[src/rtl/dbp_pkg.sv]
// Shared types and constants for the four-button debounce block.
package dbp_pkg;

  localparam int unsigned NUM_BTN = 4;
  localparam int unsigned DBT_W   = 16;
  localparam int unsigned CODE_W  = 3;

  localparam logic [DBT_W-1:0] DBT_RESET = 16'd50;

  // Button slots in priority order.
  localparam int unsigned SLOT_STOP = 0;
  localparam int unsigned SLOT_GO   = 1;
  localparam int unsigned SLOT_HOME = 2;
  localparam int unsigned SLOT_LOCK = 3;

  // Event codes.
  localparam logic [CODE_W-1:0] EV_NONE     = 3'd0;
  localparam logic [CODE_W-1:0] EV_STOP_PRS = 3'd1;
  localparam logic [CODE_W-1:0] EV_STOP_REL = 3'd2;
  localparam logic [CODE_W-1:0] EV_GO       = 3'd3;
  localparam logic [CODE_W-1:0] EV_HOME     = 3'd4;
  localparam logic [CODE_W-1:0] EV_LOCK     = 3'd5;

  typedef logic [CODE_W-1:0] code_t;

  // Status of one button for the current word.
  typedef struct packed {
    logic fire;     // stable level flips this word
    logic pressed;  // new stable level is low
  } btn_stat_t;

endpackage

[src/rtl/four_button_debounce_priority_events_core.sv]
// Each input word is held in the input register, then its result in the result
// register. Throughput: one poll word per cycle while out_stall is low; each register
// holds one word, so one more input word is taken while a result waits.
// Reset (rst_n low at a clock edge): all buttons released, change times zero,
// debounce time 50 ms, both pipeline registers empty.
module four_button_debounce_priority_events_core #(
  parameter int unsigned TIME_WIDTH = 32
) (
  input  logic                      clk,
  input  logic                      rst_n,
  input  logic                      in_valid,
  output logic                      in_stall,
  input  logic                      in_raw_estop,
  input  logic                      in_raw_go,
  input  logic                      in_raw_home,
  input  logic                      in_raw_lock,
  input  logic [31:0]               in_now_ms,
  output logic                      out_valid,
  input  logic                      out_stall,
  output logic [dbp_pkg::CODE_W-1:0] out_event_code,
  input  logic                      cfg_valid,
  output logic                      cfg_ready,
  input  logic [dbp_pkg::DBT_W-1:0] cfg_debounce_time
);
  import dbp_pkg::*;

  logic [DBT_W-1:0]      dbt_r;
  logic                  s1_valid_r;
  logic [NUM_BTN-1:0]    s1_raw_r;
  logic [TIME_WIDTH-1:0] s1_now_r;
  logic                  o_valid_r;
  code_t                 o_code_r;
  code_t                 code_nxt;
  logic                  out_free;
  logic                  s1_step;
  logic                  in_take;
  logic [NUM_BTN-1:0]    exam;
  logic [NUM_BTN-1:0]    ends;
  btn_stat_t             stat [NUM_BTN];

  assign out_free  = !o_valid_r || !out_stall;
  assign s1_step   = s1_valid_r && out_free;
  assign in_stall  = s1_valid_r && !out_free;
  assign in_take   = in_valid && !in_stall;
  assign cfg_ready = 1'b1;
  assign out_valid      = o_valid_r;
  assign out_event_code = o_code_r;

  always_ff @(posedge clk) begin
    if (!rst_n) begin
      dbt_r <= DBT_RESET;
    end else if (cfg_valid && cfg_ready) begin
      dbt_r <= cfg_debounce_time;
    end
  end

  // input register
  always_ff @(posedge clk) begin
    if (!rst_n) begin
      s1_valid_r <= 1'b0;
    end else if (in_take) begin
      s1_valid_r <= 1'b1;
    end else if (s1_step) begin
      s1_valid_r <= 1'b0;
    end
  end

  always_ff @(posedge clk) begin
    if (in_take) begin
      s1_raw_r <= {in_raw_lock, in_raw_home, in_raw_go, in_raw_estop};
      s1_now_r <= TIME_WIDTH'(in_now_ms);
    end
  end

  for (genvar b = 0; b < NUM_BTN; b++) begin : g_btn
    dbp_btn #(
      .TIME_WIDTH(TIME_WIDTH)
    ) u_btn (
      .clk   (clk),
      .rst_n (rst_n),
      .step  (s1_step),
      .exam  (exam[b]),
      .raw   (s1_raw_r[b]),
      .now   (s1_now_r),
      .dbt   (dbt_r),
      .stat  (stat[b])
    );
  end

  // Stop ends the word on any flip; the others only on a press.
  always_comb begin
    ends[SLOT_STOP] = stat[SLOT_STOP].fire;
    ends[SLOT_GO]   = stat[SLOT_GO].fire && stat[SLOT_GO].pressed;
    ends[SLOT_HOME] = stat[SLOT_HOME].fire && stat[SLOT_HOME].pressed;
    ends[SLOT_LOCK] = stat[SLOT_LOCK].fire && stat[SLOT_LOCK].pressed;
    exam[SLOT_STOP] = 1'b1;
    exam[SLOT_GO]   = !ends[SLOT_STOP];
    exam[SLOT_HOME] = exam[SLOT_GO] && !ends[SLOT_GO];
    exam[SLOT_LOCK] = exam[SLOT_HOME] && !ends[SLOT_HOME];
    if (ends[SLOT_STOP]) begin
      code_nxt = stat[SLOT_STOP].pressed ? EV_STOP_PRS : EV_STOP_REL;
    end else if (ends[SLOT_GO]) begin
      code_nxt = EV_GO;
    end else if (ends[SLOT_HOME]) begin
      code_nxt = EV_HOME;
    end else if (ends[SLOT_LOCK]) begin
      code_nxt = EV_LOCK;
    end else begin
      code_nxt = EV_NONE;
    end
  end

  // result register
  always_ff @(posedge clk) begin
    if (!rst_n) begin
      o_valid_r <= 1'b0;
    end else if (s1_step) begin
      o_valid_r <= 1'b1;
    end else if (!out_stall) begin
      o_valid_r <= 1'b0;
    end
  end

  always_ff @(posedge clk) begin
    if (s1_step) begin
      o_code_r <= code_nxt;
    end
  end

endmodule

[src/rtl/dbp_btn.sv]
// Debounce state and settle logic for one button.
module dbp_btn #(
  parameter int unsigned TIME_WIDTH = 32
) (
  input  logic                           clk,
  input  logic                           rst_n,
  input  logic                           step,     // word processed this cycle
  input  logic                           exam,     // button examined in this word
  input  logic                           raw,
  input  logic [TIME_WIDTH-1:0]          now,
  input  logic [dbp_pkg::DBT_W-1:0]      dbt,
  output dbp_pkg::btn_stat_t             stat
);
  import dbp_pkg::*;

  localparam int unsigned CW = (TIME_WIDTH > DBT_W) ? TIME_WIDTH : DBT_W;

  logic                  last_raw_r;
  logic                  stable_r;
  logic [TIME_WIDTH-1:0] chg_time_r;
  logic                  raw_moved;
  logic [TIME_WIDTH-1:0] elapsed;
  logic                  held;

  always_comb begin
    raw_moved    = (raw != last_raw_r);
    // a fresh raw change restarts the timer, so nothing has elapsed yet
    elapsed      = raw_moved ? '0 : (now - chg_time_r);
    held         = (CW'(elapsed) >= CW'(dbt));
    stat.fire    = held && (raw != stable_r);
    stat.pressed = !raw;
  end

  always_ff @(posedge clk) begin
    if (!rst_n) begin
      last_raw_r <= 1'b1;
      stable_r   <= 1'b1;
      chg_time_r <= '0;
    end else if (step && exam) begin
      last_raw_r <= raw;
      if (raw_moved) begin
        chg_time_r <= now;
      end
      if (stat.fire) begin
        stable_r <= raw;
      end
    end
  end

endmodule
[config.mk]
export PLATFORM = sky130hd
export DESIGN_NAME = four_button_debounce_priority_events_core
export DESIGN_NICKNAME = d
export VERILOG_FILES = /design/src/rtl/dbp_pkg.sv /design/src/rtl/four_button_debounce_priority_events_core.sv /design/src/rtl/dbp_btn.sv
export SDC_FILE = /design/constraint.sdc
export NUM_CORES = 1
export LEC_CHECK = 0
export BUFFER_PORTS_ARGS = -buffer_cell sky130_fd_sc_hd__clkbuf_2
export CORE_ASPECT_RATIO = 0.75
export CORE_MARGIN = 3
export CORE_UTILIZATION = 56
export DETAILED_ROUTE_END_ITERATION = 8
export GPL_TIMING_DRIVEN = 0
export HOLD_SLACK_MARGIN = 0.05
export PLACE_DENSITY = 0.73
export SETUP_SLACK_MARGIN = 0.05
export SLEW_MARGIN = 10
export SYNTH_ARGS = -nofsm -noshare
export SYNTH_HDL_FRONTEND = slang
export SYNTH_HIERARCHICAL = 1
export SYNTH_SLANG_ARGS = --single-unit
export TNS_END_PERCENT = 50
[constraint.sdc]
create_clock -name clk -period 12.24 [get_ports clk]
set_input_delay 1.836 -clock clk [delete_from_list [all_inputs] [get_ports clk]]
set_output_delay 1.836 -clock clk [all_outputs]
set_load 0.05 [all_outputs]
==> results by group <==
Status
  – Status: complete, no violations

Route
  – Residual DRC: 0
  – Pre-antenna DRT Iters: 7
  – Vias/cell: 6.06
  – Post-DRT Antenna Nets: 0
  – Aggregate routed wire length: 54700 um
  – Drt wl/cell: ~19 um
  – Total number of vias: approximately 17000
  – Number of DRC markers in iteration 0: roughly 1300

STA
  – Setup TNS: 0 ns
  – Fmax: roughly 150 MHz
  – Hold Fails Final Rpt: 0
  – Endpoints failing setup: 0
  – Tightest Pin Transition: 0.990 ns
  – Max-slew headroom: 34.0%
  – Min Hold Slack: about 0.46 ns
  – Clock Skew: 0.0132 ns
  – Final Max Tran Viols: 0
  – RSZ-0062 raised after global routing: false
  – Post-layout worst setup margin: 5.40 ns
  – Clock period minus worst slack: between 6 and 7 ns
  – Final period utilization: 55.8%

Setup path
  – Crit-path leading delay family: compound AO/OA/AOI/OAI gates
  – Setup crit start: s1_now_r[1]$_DFFE_PP_
  – CP Launch Type: register
  – Crit-path cells: inv_1, fa_1, nand2b_1, a21o_1, a21oi_1, o31ai_1, xor2_1, nor2_1, ha_1, a21o_1, a211o_1, a2111oi_0, nor2_1, a21oi_1, o22ai_1, inv_1, nand2_1, a21oi_1, nand2_1, nor2b_1, clkbuf_1, clkbuf_1, nand2_1, a21boi_0
  – Critical Path AT: a little over 7 ns
  – Critical path's slowest cell: edfxtp_1
  – Max stage delay on crit path: 0.92 ns
  – Reg-to-reg startpoint: s1_now_r[1]$_DFFE_PP_
  – Crit. End Element: register
  – CP required: 12.61 ns
  – Buf+Inv Stages, Crit Path: 4
  – CP Class: register to register
  – Crit Path Max Fanout: 12

Worst hold path
  – Worst hold start: g_btn[3].u_btn/chg_time_r[24]$_SDFFE_PN0P_
  – HP Class: register to register

Global routing
  – GRT overflow: 0
  – Global Route Usage Sum: roughly a third
  – First-pass GRT wire length: between 80000 and 90000 um
  – Vias in the first global route: around 16000
  – Largest net degree at the start of global routing: 38
  – Initial antenna violation count: 1

Placement
  – DP Worst Slack: about 5.6 ns
  – DP Wirelength: ~42000 um
  – GPL Wtd Cong: between 0.9 and 1
  – PortBufs: 60
  – Dpl cells: between 2000 and 3000

Logic synthesis
  – Top post-synthesis cells by area: dfxtp_1 18%, ha_1 13%, nand2_1 8.4%
  – Mapped Area: 0.0175 mm^2
  – Yosys top cell by area: dfxtp_1
  – EDFF count, synth: 39
  – Asr flop ratio synth: 0%
  – Area share of the largest cell type after synthesis: between 15 and 20%
  – Synth warn: 6
  – Register area share after synthesis: 24.2%
  – Count of different cell masters after synthesis: between 100 and 150
  – Commonest cells post-synth: 393 x nand2_1, 219 x inv_1, 188 x ha_1, 166 x nor2_1, 154 x dfxtp_1
  – Primary FF master, synth: dfxtp_1
  – Most frequent cell after synthesis: nand2_1
  – Synth Instances: between 2000 and 2500
  – Mean Syn Cell Area: between 7 and 8 um^2
  – Number of synthesized register bits: ~190

Clock network
  – Clock Latency Late Sink: roughly 0.46 ns
  – CTS H-tree lvls: 4
  – Postcts setup bufs: 0
  – Root Driver: clkbuf_16
  – TritonCTS buffer count: 17
  – Clk buf depth: 2
  – Post-CTS resize count: 0
  – CTS tree: done
  – Clock Pin Slew Worst Setup and Hold Paths: around 0.080 ns
  – Clk sinks: ~190
  – CTS Hold Bufs: 0

Finish
  – Share of cells above drive strength 1: ~8.6%
  – Ant diodes: 0
  – Layout Nets: ~2600
  – Layout Cells excl Fill: around 2800
  – Area growth from synthesis to layout: 8.12%

Power
  – Leak: between 7 and 8 nW
  – Pwr Density: between 100 and 150 mW/mm^2
  – Pwr Total: 0.00208 W
  – Peak VDD IR: between 0.00009 and 0.0001 V

Die
  – Die W: roughly 210 um
  – Initial core utilization: between 50% and 60%
  – Die area: roughly 0.034 mm^2
  – Core ar.: between 0.03 and 0.04 mm^2
  – Chip height: 159 um
  – Num rows: 55
  – I/O pins: 63

Run
  – Max cap viols: 0
layer usage:
metal	vias up	GRT usage [%]	share of wire (%)
li1	8265	-	-
met1	7935	43.5	45
met2	659	48.0	42
met3	127	7.86	8.7
met4	0	12.2	4.1
met5	-	0	0
kinds of logic after synthesis:
family          synth area share, %
compound gates                 26.3
xor+xnor                       4.19
fa+ha+maj                      13.9
buf+inv                        7.60
flops                          24.2
mux                            1.53
other cells                  0.0214
simple gates                   22.2
area by class of cell:
type,instances,area [um^2]
clock buffer,19,454
buffer,86,507
tap,399,499
inverter,220,826
multi-input combinational,1813,12000
sequential,193,4250
clock inverter,13,121
fill,2813,11500
timing repair buffer,62,332
worst reg2reg max path, stage by stage, from the launching register on:
cell and delay, ns:
edfxtp_1 0.92, inv_1 0.16, fa_1 0.47, nand2b_1 0.18, a21o_1 0.19, a21oi_1 0.29
o31ai_1 0.21, xor2_1 0.18, nor2_1 0.26, ha_1 0.32, a21o_1 0.19, a211o_1 0.31
a2111oi_0 0.57, nor2_1 0.16, a21oi_1 0.17, o22ai_1 0.13, inv_1 0.18, nand2_1 0.20
a21oi_1 0.36, nand2_1 0.15, nor2b_1 0.13, clkbuf_1 0.25, clkbuf_1 0.46, nand2_1 0.11
a21boi_0 0.20
per-stage QoR:
stage	util, %	instance area, um^2
global placement	60.2	18400
floorplan	-	17600
finish	62.2	19000
CTS	62.2	19000
detailed placement	60.3	18400
global route	62.2	19000
final timing paths:
check	end	slack, ns	cells after the start
setup / recovery	g_btn[3].u_btn/chg_time_r[0]$_SDFFE_PN0P_	5.40	24
hold / removal	g_btn[3].u_btn/chg_time_r[24]$_SDFFE_PN0P_	0.46	2
setup reg to reg	g_btn[3].u_btn/chg_time_r[0]$_SDFFE_PN0P_	5.40	24
hold reg to reg	g_btn[3].u_btn/chg_time_r[24]$_SDFFE_PN0P_	0.46	2
state kept, by name, summed over array words and instances (netlist names):
signal and flops:
g_btn.u_btn/chg_time_r 128, s1_now_r 32, dbt_r 16, g_btn.u_btn/last_raw_r 4, g_btn.u_btn/stable_r 4, s1_raw_r 4, out_event_code 3, out_valid 1
s1_valid_r 1
cells in the final DEF, fill, tap and decap left out, types with 11 or more instances in the layout:
cell type	instances
inv_1	219
clkbuf_1	49
o21ai_1	14
o21ai_0	79
o2111ai_1	14
o211ai_1	30
nor2b_1	27
a21boi_0	134
o21bai_1	14
ha_1	188
or3_1	11
edfxtp_1	39
clkbuf_2	60
nand3_1	59
and3_1	11
buf_2	12
nor3_1	34
a21oi_1	151
xnor2_1	31
buf_4	15
clkbuf_16	18
o21a_1	25
nand4_1	29
nand2b_1	36
dfxtp_1	154
xor2_1	53
a211oi_1	18
nand2_1	393
mux2i_1	23
nor2_1	166
a21o_1	49
a31oi_1	18
power breakdown:
part,total [W],switching [W],internal (W)
sequential,0.000741,0.0000574,0.000684
combinational,0.000776,0.000468,0.000308
clock,0.000563,0.000283,0.000280
total,0.00208,0.000809,0.00127
Note: power is estimated with default switching activity, not from simulation.
